### src/hw/rtl/pgn_pkg.sv
// ----------------------------------------------------------------------------
// pgn_pkg
// Shared constants, permutation ROM and gradient helpers for the gradient
// noise pipeline.
// ----------------------------------------------------------------------------
package pgn_pkg;

    localparam int FRAC_BITS_DEFAULT = 16;
    localparam int COORD_W = 32;
    localparam int NOISE_W = 16;
    localparam int CELL_W  = 8;
    localparam int Q16_W   = 16;       // fraction in Q16
    localparam int FADE_W  = 17;       // fade in [0, 1.0] Q16
    localparam int OFS_W   = 18;       // corner offset, signed
    localparam int VAL_W   = 20;       // dot products and blends, signed

    localparam int ONE_Q16  = 65536;
    localparam int HALF_Q16 = 32768;

    localparam logic [7:0] PERM_ROM [256] = '{
        8'd151,8'd160,8'd137,8'd91,8'd90,8'd15,8'd131,8'd13,8'd201,8'd95,8'd96,8'd53,
        8'd194,8'd233,8'd7,8'd225,8'd140,8'd36,8'd103,8'd30,8'd69,8'd142,8'd8,8'd99,
        8'd37,8'd240,8'd21,8'd10,8'd23,8'd190,8'd6,8'd148,8'd247,8'd120,8'd234,8'd75,
        8'd0,8'd26,8'd197,8'd62,8'd94,8'd252,8'd219,8'd203,8'd117,8'd35,8'd11,8'd32,
        8'd57,8'd177,8'd33,8'd88,8'd237,8'd149,8'd56,8'd87,8'd174,8'd20,8'd125,8'd136,
        8'd171,8'd168,8'd68,8'd175,8'd74,8'd165,8'd71,8'd134,8'd139,8'd48,8'd27,8'd166,
        8'd77,8'd146,8'd158,8'd231,8'd83,8'd111,8'd229,8'd122,8'd60,8'd211,8'd133,8'd230,
        8'd220,8'd105,8'd92,8'd41,8'd55,8'd46,8'd245,8'd40,8'd244,8'd102,8'd143,8'd54,
        8'd65,8'd25,8'd63,8'd161,8'd1,8'd216,8'd80,8'd73,8'd209,8'd76,8'd132,8'd187,
        8'd208,8'd89,8'd18,8'd169,8'd200,8'd196,8'd135,8'd130,8'd116,8'd188,8'd159,8'd86,
        8'd164,8'd100,8'd109,8'd198,8'd173,8'd186,8'd3,8'd64,8'd52,8'd217,8'd226,8'd250,
        8'd124,8'd123,8'd5,8'd202,8'd38,8'd147,8'd118,8'd126,8'd255,8'd82,8'd85,8'd212,
        8'd207,8'd206,8'd59,8'd227,8'd47,8'd16,8'd58,8'd17,8'd182,8'd189,8'd28,8'd42,
        8'd223,8'd183,8'd170,8'd213,8'd119,8'd248,8'd152,8'd2,8'd44,8'd154,8'd163,8'd70,
        8'd221,8'd153,8'd101,8'd155,8'd167,8'd43,8'd172,8'd9,8'd129,8'd22,8'd39,8'd253,
        8'd19,8'd98,8'd108,8'd110,8'd79,8'd113,8'd224,8'd232,8'd178,8'd185,8'd112,8'd104,
        8'd218,8'd246,8'd97,8'd228,8'd251,8'd34,8'd242,8'd193,8'd238,8'd210,8'd144,8'd12,
        8'd191,8'd179,8'd162,8'd241,8'd81,8'd51,8'd145,8'd235,8'd249,8'd14,8'd239,8'd107,
        8'd49,8'd192,8'd214,8'd31,8'd181,8'd199,8'd106,8'd157,8'd184,8'd84,8'd204,8'd176,
        8'd115,8'd121,8'd50,8'd45,8'd127,8'd4,8'd150,8'd254,8'd138,8'd236,8'd205,8'd93,
        8'd222,8'd114,8'd67,8'd29,8'd24,8'd72,8'd243,8'd141,8'd128,8'd195,8'd78,8'd66,
        8'd215,8'd61,8'd156,8'd180
    };

    // hash mod 12 via reciprocal multiply (exact for 8-bit values)
    function automatic logic [3:0] mod12(input logic [7:0] h);
        logic [15:0] m;
        logic [4:0]  q;
        logic [7:0]  qx;
        m  = 16'(h) * 16'd171;
        q  = m[15:11];
        qx = 8'(q) * 8'd12;
        return 4'(h - qx);
    endfunction

    // two-axis gradient: +x, -x, +y, -y
    function automatic logic signed [VAL_W-1:0] dot2(input logic [7:0] h,
        input logic signed [OFS_W-1:0] dx, input logic signed [OFS_W-1:0] dy);
        logic signed [VAL_W-1:0] ex;
        logic signed [VAL_W-1:0] ey;
        ex = VAL_W'(dx);
        ey = VAL_W'(dy);
        case (h[1:0])
            2'd0:    return ex;
            2'd1:    return -ex;
            2'd2:    return ey;
            default: return -ey;
        endcase
    endfunction

    // cube-edge gradient selected by hash mod 12
    function automatic logic signed [VAL_W-1:0] dot3(input logic [7:0] h,
        input logic signed [OFS_W-1:0] dx, input logic signed [OFS_W-1:0] dy,
        input logic signed [OFS_W-1:0] dz);
        logic signed [VAL_W-1:0] ex;
        logic signed [VAL_W-1:0] ey;
        logic signed [VAL_W-1:0] ez;
        ex = VAL_W'(dx);
        ey = VAL_W'(dy);
        ez = VAL_W'(dz);
        case (mod12(h))
            4'd0:    return  ex + ey;
            4'd1:    return -ex + ey;
            4'd2:    return  ex - ey;
            4'd3:    return -ex - ey;
            4'd4:    return  ex + ez;
            4'd5:    return -ex + ez;
            4'd6:    return  ex - ez;
            4'd7:    return -ex - ez;
            4'd8:    return  ey + ez;
            4'd9:    return -ey + ez;
            4'd10:   return  ey - ez;
            default: return -ey - ez;
        endcase
    endfunction

endpackage

### src/hw/rtl/pgn_fade.sv
// ----------------------------------------------------------------------------
// pgn_fade
// Three-stage quintic fade 6t^5-15t^4+10t^3 in Q16, clamped to [0, 1.0].
// ----------------------------------------------------------------------------
module pgn_fade (
    input  logic                        clk,
    input  logic                        en,
    input  logic [pgn_pkg::Q16_W-1:0]   t,
    output logic [pgn_pkg::FADE_W-1:0]  f
);
    import pgn_pkg::*;

    logic [16:0]        tt_reg;
    logic [15:0]        t_reg;
    logic signed [21:0] pr_reg;
    logic [16:0]        t3_reg;
    logic signed [21:0] inner_reg;
    logic [FADE_W-1:0]  f_reg;

    logic signed [21:0] s6;
    logic signed [39:0] p_prod;
    logic [33:0]        t3_prod;
    logic signed [39:0] f_prod;
    logic signed [39:0] f_rnd;

    always_comb
    begin
        s6      = 22'sd6 * $signed({6'd0, t}) - 22'sd983040;
        p_prod  = $signed({24'd0, t}) * 40'(s6);
        t3_prod = 34'(tt_reg) * 34'(t_reg);
        f_prod  = $signed({23'd0, t3_reg}) * 40'(inner_reg);
        f_rnd   = (f_prod + 40'sd32768) >>> 16;
    end

    // stage 1: t^2 and t*(6t-15); stage 2: t^3 and inner; stage 3: product, clamp
    always_ff @(posedge clk)
    begin
        if (en)
        begin
            tt_reg    <= 17'((34'(t) * 34'(t) + 34'd32768) >> 16);
            t_reg     <= t;
            pr_reg    <= 22'((p_prod + 40'sd32768) >>> 16);
            t3_reg    <= 17'((t3_prod + 34'd32768) >> 16);
            inner_reg <= pr_reg + 22'sd655360;
            if (f_rnd < 0)
                f_reg <= '0;
            else if (f_rnd > 40'sd65536)
                f_reg <= FADE_W'(ONE_Q16);
            else
                f_reg <= FADE_W'(f_rnd);
        end
    end

    assign f = f_reg;
endmodule

### config.mk
export PLATFORM = sky130hd
export DESIGN_NAME = pgn_fade
export DESIGN_NICKNAME = d
export VERILOG_FILES = /design/src/hw/rtl/pgn_pkg.sv /design/src/hw/rtl/pgn_fade.sv
export SDC_FILE = /design/constraint.sdc
export NUM_CORES = 2
export LEC_CHECK = 0
export BUFFER_PORTS_ARGS = -buffer_cell sky130_fd_sc_hd__buf_4
export CAP_MARGIN = 30
export CORE_AREA = 2 2 265 267
export DETAILED_ROUTE_END_ITERATION = 7
export DIE_AREA = 0 0 267 269
export PLACE_DENSITY = 0.93
export SLEW_MARGIN = 40
export SYNTH_ARGS = -nofsm -noshare
export SYNTH_HDL_FRONTEND = slang
export SYNTH_SLANG_ARGS = --single-unit
### constraint.sdc
create_clock -name clk -period 13.4 [get_ports clk]
set_input_delay 0.67 -clock clk [delete_from_list [all_inputs] [get_ports clk]]
set_output_delay 0.67 -clock clk [all_outputs]
set_load 0.02 [all_outputs]
==> summary.txt <==
M1 wire length: 37.8 mm
hold path startpoint: pr_reg[13]
die width: 267 microns
crit path from: t[1]
met3 wire len: 11.3 mm
die area: 71800 sq um
clock slew at reported path FFs: 0.10 ns
Reg-to-Reg Start: inner_reg[10]
Layout Nets: 6138
CTS sink cnt: 111
Hold Vio Cnt, Final: 0
routed wire length: 110 mm
Sequential cell area: 3330 sq um
post-synth top area cell: fa_1
final worst path period need: 10.46 ns
Max-cap violations: 0
top cells by area, synth: fa_1, ha_1, inv_1, edfxtp_1, and2_1
Routed WL per cell: 19.9 microns
post-layout util: 0.663
number of global-route vias before repair: 36.6k
crit-path max FO: 31
fin crit share: 0.781
number of H-tree levels: 3
synth warn: 0
Slowest-stage cell, CP: ha_1
Synth top cells by count: inv_1, fa_1, nand2_1
global route total overflow: 0
Crit path largest cell delay: 0.74 ns
Synth Instances: 4677
syn avg cell area: 9.53 sq um
number of buffers created by CTS: 9
total I/O pin count: 35
Setup Skew: 0.0234 ns
status: completed
DRC: 0
layout cells sized above 1: 0.0220
unrepaired setup endpoints after global routing: false
Setup-failing EPs final: 0
global placement routability congestion: 0.944
core footprint: 69300 sq um
largest net degree at the start of global routing: 73
diode count: 0
# rows: 97
Worst path most repeated cell: fa_1
remaining antenna violation count: 0
port bufs: 34
Die Y: 269 microns
CTS tree: built
CTS Root Cell: clkbuf_16
Skew-Pair Late Insertion Delay: 0.41 ns
fraction of the yosys area taken by sequential cells: 0.0747
Worst Hold Class: reg -> reg
CP Class: in -> reg
Area growth, synth to finish: 3.11%
Yosys top cell area share: 0.479
crit end category: flip-flop
Multi-input gate area: 35800 sq um
count of cell types in the netlist: 78
#FFs+latches synth: 111
DR vias/cell: 5.81
cell with the most instances after synthesis: inv_1
initial antenna violation count: 0
DR top layer: met4
Reg2Reg Setup Slack: 4.83 ns
predominant post-synthesis flop cell: edfxtp_1
Post-DP HPWL: 87.1 mm
fillers: 4683
Arrival @ worst endpoint: 10.68 ns
Slew Limit Fails: 0
first-pass GRT wire length: 183 mm
DRT Pass-1 Iters: 7
Iter 0 DRT Violations: 2840
Worst Setup Start Kind: input pin
syn_nets: 6231
fmax: 95.6 MHz
Setup Buffers After CTS: 0
# hold bufs at CTS: 0
number of enable flip-flop cells after synthesis: 111
Least-Margin Pin Slew: 0.918 ns
Global Route Usage Sum: 0.328
Resize count post-CTS: 0
Slew headroom: 0.388
routed wl met2: 53.9 mm
Longest Clk Path Bufs: 2
Req. time, crit path: 13.62 ns
setup tns final: 0 ns
initial core utilization: 0.643
routed vias: 32.1k
Cell Area, Synth: 44600 sq um
FFs w/ async S/R, synth: 0
worst paths after layout:
kind | to | cells past startpoint
setup / recovery | pr_reg[20] | 36
hold / removal | inner_reg[13] | 0
setup reg to reg | f[15] | 21
hold reg to reg | inner_reg[13] | 0
kinds of logic after synthesis:
family,count (synthesis),synth area share
AOI/OAI and AO/OA,207,0.0332
xor gates and xnor gates,100,0.0198
DFF,111,0.0747
and+or+nand+nor,1257,0.138
adders and majority gates,1536,0.610
buffers and inverters,1463,0.123
muxes,3,0.000729
cell type report:
| cell class | count | area share |
|---|---|---|
| clock buffers | 9 | 0.00490 |
| clock inverters | 7 | 0.00204 |
| repair buffers | 57 | 0.0102 |
| inverters | 1302 | 0.106 |
| multi-input cells | 3103 | 0.778 |
| well taps | 940 | 0.0256 |
| flip-flops and latches | 111 | 0.0725 |
through the flow:
stage / instances / setup WS, ns / area (sq um) / hold slack (ns)
finish: 5529 / 2.94 / 46000 / 0.425
global route: 5529 / 2.42 / 46000 / 0.436
CTS: 5525 / 3.11 / 45900 / 0.426
detailed placement: 5509 / 2.73 / 45600 / 0.406
global placement: 5505 / 3.01 / 45500 / 0.402
floorplan: 4677 / 3.89 / 44600 / 0.400
routing by layer:
metal / vias up / track usage
met5: - / 0
met4: 0 / 0.188
met3: 620 / 0.0679
met2: 1957 / 0.555
met1: 16100 / 0.393
li1: 13400 / -
critical path, delay by kind of cell:
family	cells	cell delay, ns
buffers and inverters	6	0.88
and+or+nand+nor	3	0.77
AOI/OAI and AO/OA	16	3.14
xor gates and xnor gates	1	0.20
adders and majority gates	10	4.98
cell usage in the layout, fill, tap and decap left out, types with 5 or more instances in the layout:
master / synthesis / layout
a31oi_1: 8 / 7
nor2_1: 153 / 153
o21bai_1: 6 / 6
and2_1: 448 / 448
o211ai_1: 8 / 8
a211oi_1: 5 / 5
a21o_1: 23 / 23
clkbuf_16: 0 / 9
nand2b_1: 12 / 12
xor2_1: 29 / 29
nand4_1: 7 / 7
and3_1: 10 / 10
nand3_1: 25 / 25
buf_4: 0 / 48
xnor2_1: 70 / 69
ha_1: 470 / 470
edfxtp_1: 111 / 111
a21oi_1: 55 / 55
nor2b_1: 18 / 18
nor3_1: 29 / 29
o21ai_0: 34 / 34
nand2_1: 526 / 526
inv_1: 1295 / 1295
clkinv_1: 6 / 6
o21a_1: 14 / 14
fa_1: 1066 / 1066
Power is left out: the tool's default activity adds up to more than one toggle a clock period on the data nets, which glitch-free logic cannot reach.
