--- config.mk ---
export PLATFORM = sky130hd
export DESIGN_NAME = pgn_lerp
export DESIGN_NICKNAME = d
export VERILOG_FILES = /design/src/hw/rtl/pgn_pkg.sv /design/src/hw/rtl/pgn_lerp.sv
export SDC_FILE = /design/constraint.sdc
export NUM_CORES = 1
export LEC_CHECK = 0
export BUFFER_PORTS_ARGS = -buffer_cell sky130_fd_sc_hd__buf_4
export CAP_MARGIN = 20
export CELL_PAD_IN_SITES_DETAIL_PLACEMENT = 1
export CELL_PAD_IN_SITES_GLOBAL_PLACEMENT = 2
export CORE_MARGIN = 4
export CORE_UTILIZATION = 41
export CTS_CLUSTER_DIAMETER = 60
export DETAILED_ROUTE_END_ITERATION = 12
export PLACE_DENSITY_LB_ADDON = 0.1
export SYNTH_ARGS = -nofsm -noshare
export SYNTH_HDL_FRONTEND = slang
export SYNTH_SLANG_ARGS = --single-unit
export TNS_END_PERCENT = 10
--- constraint.sdc ---
create_clock -name clk -period 18.2 [get_ports clk]
set_input_delay 5.46 -clock clk [delete_from_list [all_inputs] [get_ports clk]]
set_output_delay 5.46 -clock clk [all_outputs]
set_load 0.01 [all_outputs]
--- src/hw/rtl/pgn_pkg.sv ---
// ----------------------------------------------------------------------------
// pgn_pkg
// Shared constants, permutation ROM and gradient helpers for the gradient
// noise pipeline.
// ----------------------------------------------------------------------------
package pgn_pkg;

    localparam int FRAC_BITS_DEFAULT = 16;
    localparam int COORD_W = 32;
    localparam int NOISE_W = 16;
    localparam int CELL_W  = 8;
    localparam int Q16_W   = 16;       // fraction in Q16
    localparam int FADE_W  = 17;       // fade in [0, 1.0] Q16
    localparam int OFS_W   = 18;       // corner offset, signed
    localparam int VAL_W   = 20;       // dot products and blends, signed

    localparam int ONE_Q16  = 65536;
    localparam int HALF_Q16 = 32768;

    localparam logic [7:0] PERM_ROM [256] = '{
        8'd151,8'd160,8'd137,8'd91,8'd90,8'd15,8'd131,8'd13,8'd201,8'd95,8'd96,8'd53,
        8'd194,8'd233,8'd7,8'd225,8'd140,8'd36,8'd103,8'd30,8'd69,8'd142,8'd8,8'd99,
        8'd37,8'd240,8'd21,8'd10,8'd23,8'd190,8'd6,8'd148,8'd247,8'd120,8'd234,8'd75,
        8'd0,8'd26,8'd197,8'd62,8'd94,8'd252,8'd219,8'd203,8'd117,8'd35,8'd11,8'd32,
        8'd57,8'd177,8'd33,8'd88,8'd237,8'd149,8'd56,8'd87,8'd174,8'd20,8'd125,8'd136,
        8'd171,8'd168,8'd68,8'd175,8'd74,8'd165,8'd71,8'd134,8'd139,8'd48,8'd27,8'd166,
        8'd77,8'd146,8'd158,8'd231,8'd83,8'd111,8'd229,8'd122,8'd60,8'd211,8'd133,8'd230,
        8'd220,8'd105,8'd92,8'd41,8'd55,8'd46,8'd245,8'd40,8'd244,8'd102,8'd143,8'd54,
        8'd65,8'd25,8'd63,8'd161,8'd1,8'd216,8'd80,8'd73,8'd209,8'd76,8'd132,8'd187,
        8'd208,8'd89,8'd18,8'd169,8'd200,8'd196,8'd135,8'd130,8'd116,8'd188,8'd159,8'd86,
        8'd164,8'd100,8'd109,8'd198,8'd173,8'd186,8'd3,8'd64,8'd52,8'd217,8'd226,8'd250,
        8'd124,8'd123,8'd5,8'd202,8'd38,8'd147,8'd118,8'd126,8'd255,8'd82,8'd85,8'd212,
        8'd207,8'd206,8'd59,8'd227,8'd47,8'd16,8'd58,8'd17,8'd182,8'd189,8'd28,8'd42,
        8'd223,8'd183,8'd170,8'd213,8'd119,8'd248,8'd152,8'd2,8'd44,8'd154,8'd163,8'd70,
        8'd221,8'd153,8'd101,8'd155,8'd167,8'd43,8'd172,8'd9,8'd129,8'd22,8'd39,8'd253,
        8'd19,8'd98,8'd108,8'd110,8'd79,8'd113,8'd224,8'd232,8'd178,8'd185,8'd112,8'd104,
        8'd218,8'd246,8'd97,8'd228,8'd251,8'd34,8'd242,8'd193,8'd238,8'd210,8'd144,8'd12,
        8'd191,8'd179,8'd162,8'd241,8'd81,8'd51,8'd145,8'd235,8'd249,8'd14,8'd239,8'd107,
        8'd49,8'd192,8'd214,8'd31,8'd181,8'd199,8'd106,8'd157,8'd184,8'd84,8'd204,8'd176,
        8'd115,8'd121,8'd50,8'd45,8'd127,8'd4,8'd150,8'd254,8'd138,8'd236,8'd205,8'd93,
        8'd222,8'd114,8'd67,8'd29,8'd24,8'd72,8'd243,8'd141,8'd128,8'd195,8'd78,8'd66,
        8'd215,8'd61,8'd156,8'd180
    };

    // hash mod 12 via reciprocal multiply (exact for 8-bit values)
    function automatic logic [3:0] mod12(input logic [7:0] h);
        logic [15:0] m;
        logic [4:0]  q;
        logic [7:0]  qx;
        m  = 16'(h) * 16'd171;
        q  = m[15:11];
        qx = 8'(q) * 8'd12;
        return 4'(h - qx);
    endfunction

    // two-axis gradient: +x, -x, +y, -y
    function automatic logic signed [VAL_W-1:0] dot2(input logic [7:0] h,
        input logic signed [OFS_W-1:0] dx, input logic signed [OFS_W-1:0] dy);
        logic signed [VAL_W-1:0] ex;
        logic signed [VAL_W-1:0] ey;
        ex = VAL_W'(dx);
        ey = VAL_W'(dy);
        case (h[1:0])
            2'd0:    return ex;
            2'd1:    return -ex;
            2'd2:    return ey;
            default: return -ey;
        endcase
    endfunction

    // cube-edge gradient selected by hash mod 12
    function automatic logic signed [VAL_W-1:0] dot3(input logic [7:0] h,
        input logic signed [OFS_W-1:0] dx, input logic signed [OFS_W-1:0] dy,
        input logic signed [OFS_W-1:0] dz);
        logic signed [VAL_W-1:0] ex;
        logic signed [VAL_W-1:0] ey;
        logic signed [VAL_W-1:0] ez;
        ex = VAL_W'(dx);
        ey = VAL_W'(dy);
        ez = VAL_W'(dz);
        case (mod12(h))
            4'd0:    return  ex + ey;
            4'd1:    return -ex + ey;
            4'd2:    return  ex - ey;
            4'd3:    return -ex - ey;
            4'd4:    return  ex + ez;
            4'd5:    return -ex + ez;
            4'd6:    return  ex - ez;
            4'd7:    return -ex - ez;
            4'd8:    return  ey + ez;
            4'd9:    return -ey + ez;
            4'd10:   return  ey - ez;
            default: return -ey - ez;
        endcase
    endfunction

endpackage

--- src/hw/rtl/pgn_lerp.sv ---
// ----------------------------------------------------------------------------
// pgn_lerp
// Registered linear blend a + (b-a)*w with Q16 rounding.
// ----------------------------------------------------------------------------
module pgn_lerp (
    input  logic                              clk,
    input  logic                              en,
    input  logic signed [pgn_pkg::VAL_W-1:0]  a,
    input  logic signed [pgn_pkg::VAL_W-1:0]  b,
    input  logic [pgn_pkg::FADE_W-1:0]        w,
    output logic signed [pgn_pkg::VAL_W-1:0]  y
);
    import pgn_pkg::*;

    logic signed [VAL_W:0]   diff;
    logic signed [39:0]      prod;
    logic signed [39:0]      q;
    logic signed [VAL_W-1:0] y_reg;

    always_comb
    begin
        diff = (VAL_W+1)'(b) - (VAL_W+1)'(a);
        prod = 40'(diff) * $signed({23'd0, w});
        q    = (prod + 40'sd32768) >>> 16;
    end

    always_ff @(posedge clk)
    begin
        if (en)
            y_reg <= a + VAL_W'(q);
    end

    assign y = y_reg;
endmodule

==> out/qor.json <==
{
  "worst_path_most_repeated_cell": {"value": "sky130_fd_sc_hd__fa_1"},
  "status": {"value": "completed"},
  "dp_slack": {"value": 2.15, "unit": "ns"},
  "grt_pass1_wl": {"value": 69.4, "unit": "mm"},
  "critical_path_arrival": {"value": 15.73, "unit": "ns"},
  "postSynth.topFlopCell": {"value": "sky130_fd_sc_hd__edfxtp_1"},
  "critical_path.max_stage_delay": {"value": 0.67, "unit": "ns"},
  "drt_first_pass_iters": {"value": 4},
  "area_growth": {"value": 8.18, "unit": "%"},
  "synth_top_family_by_area": {"value": "adder cells"},
  "worstSetupPathType": {"value": "input port to flip-flop"},
  "post_synth_fa_ha_maj_area_fraction": {"value": 0.573},
  "cts-hold-fix-buffers": {"value": 0},
  "route.vias.total": {"value": 11000},
  "largest_register_ff_count": {"value": 20},
  "fmaxAchievable": {"value": 63.6, "unit": "MHz"},
  "worstHoldPathType": {"value": "input port to flip-flop"},
  "tritoncts": {"value": "built"},
  "ys_seq_area_frac": {"value": 0.0400},
  "detail_route.iter0.violations": {"value": 329},
  "drive_above_1_share": {"value": 0.0672},
  "setup_ws": {"value": 2.48, "unit": "ns"},
  "synth-simple-area-share": {"value": 0.152},
  "drcViolationCount": {"value": 0},
  "setup_failing_eps_final": {"value": 0},
  "die_area": {"value": 39800, "unit": "µm²"},
  "totalNegativeSetupSlack": {"value": 0, "unit": "ns"},
  "worstMarginPinSlew": {"value": 0.826, "unit": "ns"},
  "layout.nets": {"value": 2273},
  "port-buffer-count": {"value": 78},
  "die_height": {"value": 199, "unit": "µm"},
  "antenna-diode-count": {"value": 0},
  "max_cap_violations": {"value": 0},
  "start_util": {"value": 0.419},
  "detail-route-antenna-nets": {"value": 0},
  "cts.htree.levels": {"value": 1},
  "netlist_area": {"value": 15000, "unit": "µm²"},
  "ys_ff_latch": {"value": 20},
  "yosys-mux-area-fraction": {"value": 0.00217},
  "fin_crit": {"value": 15.72, "unit": "ns"},
  "detailed_place_hpwl": {"value": 36.7, "unit": "mm"},
  "groute.usage.overall": {"value": 0.226},
  "fp.dieW": {"value": 199, "unit": "µm"},
  "crit_slowest_cell": {"value": "sky130_fd_sc_hd__xnor2_1"},
  "utilization": {"value": 0.454},
  "synth_edf_count": {"value": 20},
  "ys_async_sr_fraction": {"value": 0},
  "post-cts-setup-buffer-count": {"value": 0},
  "core_region_area": {"value": 35800, "unit": "µm²"},
  "grt_overflow": {"value": 0},
  "drt_wl_total": {"value": 42.9, "unit": "mm"},
  "grt_max_degree": {"value": 22},
  "route.detailed.vias_per_inst": {"value": 5.04},
  "post_synth.cell_area_avg": {"value": 8.96, "unit": "µm²"},
  "ios": {"value": 79},
  "critPathCaptureType": {"value": "flip-flop"},
  "max-clock-path-buffers": {"value": 2},
  "post-route-period-util": {"value": 0.864},
  "clock-sinks": {"value": 20},
  "grt_antenna_before_repair": {"value": 1},
  "unrepaired_setup_endpoints_after_global_routing": {"value": "no"},
  "worst_setup_path_start_kind": {"value": "input port"},
  "ys_warn_count": {"value": 0},
  "postSynthCellCount": {"value": 1677},
  "synth.lib_cells_used.distinct": {"value": 64},
  "synth-compound-area-share": {"value": 0.0659},
  "worstPathRequired": {"value": 18.21, "unit": "ns"},
  "cp_max_fo": {"value": 11},
  "max_slew_margin": {"value": 0.445},
  "clk_root_buffer_cell": {"value": "sky130_fd_sc_hd__clkbuf_16"},
  "core.rowCount": {"value": 69},
  "finalHoldViolCount": {"value": 0},
  "cts.reportedPaths.clkPinSlew": {"value": 0.06, "unit": "ns"},
  "synth_xor_area_frac": {"value": 0.0400},
  "grt_pass1_vias": {"value": 12700},
  "synth_nets": {"value": 2222},
  "globalplace.congestion": {"value": 0.838},
  "cts-resized-gates": {"value": 0},
  "cts_made_buffers": {"value": 3},
  "routedWlPerCell": {"value": 19.6, "unit": "µm"},
  "max_slew_violation_count": {"value": 0}
}
## cell families (layout without fill, tap and decap cells)
| kind of cell | Yosys count | count (layout) |
|---|---|---|
| xor gates and xnor gates | 67 | 67 |
| muxes | 3 | 3 |
| DFF | 20 | 20 |
| and+or+nand+nor | 449 | 449 |
| buffers and inverters | 507 | 557 |
| adders and majority gates | 486 | 486 |
| AOI/OAI and AO/OA | 145 | 145 |
## layout by cell type, fill, tap and decap left out, types with 3 or more instances in the layout
cell,count
sky130_fd_sc_hd__a211oi_1,3
sky130_fd_sc_hd__a21boi_0,3
sky130_fd_sc_hd__a21o_1,10
sky130_fd_sc_hd__a21oi_1,39
sky130_fd_sc_hd__a31oi_1,14
sky130_fd_sc_hd__and2_1,146
sky130_fd_sc_hd__buf_4,96
sky130_fd_sc_hd__clkbuf_16,3
sky130_fd_sc_hd__edfxtp_1,20
sky130_fd_sc_hd__fa_1,337
sky130_fd_sc_hd__ha_1,149
sky130_fd_sc_hd__inv_1,456
sky130_fd_sc_hd__nand2_1,165
sky130_fd_sc_hd__nand2b_1,13
sky130_fd_sc_hd__nand3_1,17
sky130_fd_sc_hd__nand4_1,3
sky130_fd_sc_hd__nor2_1,41
sky130_fd_sc_hd__nor2b_1,17
sky130_fd_sc_hd__nor3_1,29
sky130_fd_sc_hd__nor4_1,3
sky130_fd_sc_hd__o211ai_1,3
sky130_fd_sc_hd__o21a_1,12
sky130_fd_sc_hd__o21ai_0,17
sky130_fd_sc_hd__o21ai_1,4
sky130_fd_sc_hd__o21bai_1,7
sky130_fd_sc_hd__o31a_1,3
sky130_fd_sc_hd__o31ai_1,11
sky130_fd_sc_hd__xnor2_1,47
sky130_fd_sc_hd__xor2_1,17
## stage by stage
step	area (µm²)	hold WS, ns	cells
6_report	16300	5.53	2188
5_1_grt	16300	5.53	2188
4_1_cts	16200	5.53	2187
3_5_place_dp	16100	5.79	2183
3_3_place_gp	16100	5.81	2183
2_1_floorplan	15000	5.57	1677
## synth_stat cells, types with 19 or more instances
| cell type | count | area [µm²] |
|---|---|---|
| sky130_fd_sc_hd__a21oi_1 | 39 | 195 |
| sky130_fd_sc_hd__xor2_1 | 19 | 166 |
| sky130_fd_sc_hd__xnor2_1 | 47 | 412 |
| sky130_fd_sc_hd__ha_1 | 149 | 1860 |
| sky130_fd_sc_hd__edfxtp_1 | 20 | 601 |
| sky130_fd_sc_hd__nor2_1 | 41 | 154 |
| sky130_fd_sc_hd__and2_1 | 146 | 913 |
| sky130_fd_sc_hd__fa_1 | 337 | 6750 |
| sky130_fd_sc_hd__nand2_1 | 165 | 619 |
| sky130_fd_sc_hd__inv_1 | 456 | 1710 |
| sky130_fd_sc_hd__nor3_1 | 29 | 145 |
| sky130_fd_sc_hd__clkbuf_1 | 46 | 173 |
## worst max-delay path: cells and delay by family
family / cells / cell delay, ns
simple gates: 7 / 1.14
fa+ha+maj: 10 / 4.12
compound gates: 13 / 3.35
buf+inv: 5 / 0.31
xor+xnor: 4 / 1.36
## per-layer routing
metal / share of wire / global-route usage / wire (µm)
met2: 0.54 / 0.435 / 23300
met5: 0 / 0 / 0
met4: 0.025 / 0.0413 / 1060
met3: 0.028 / 0.0160 / 1190
met1: 0.40 / 0.280 / 17300
## layout make-up
cell class              instances  area [µm²]
multi-input cells            1150       12500
flip-flops and latches         20         601
fillers                      4239       19600
clock inverters                 1        30.0
clock buffers                   3        75.1
well taps                     461         577
repair buffers                 97         732
inverters                     456        1710
## worst paths after layout
| check | end | slack [ns] | start | cells past startpoint |
|---|---|---|---|---|
| max | y[19] | 2.48 | a[0] | 39 |
| min | y[0] | 5.53 | a[0] | 2 |
Power is not shown: default switching activity piles up to over one toggle a cycle in this logic, so the estimate is an artifact.
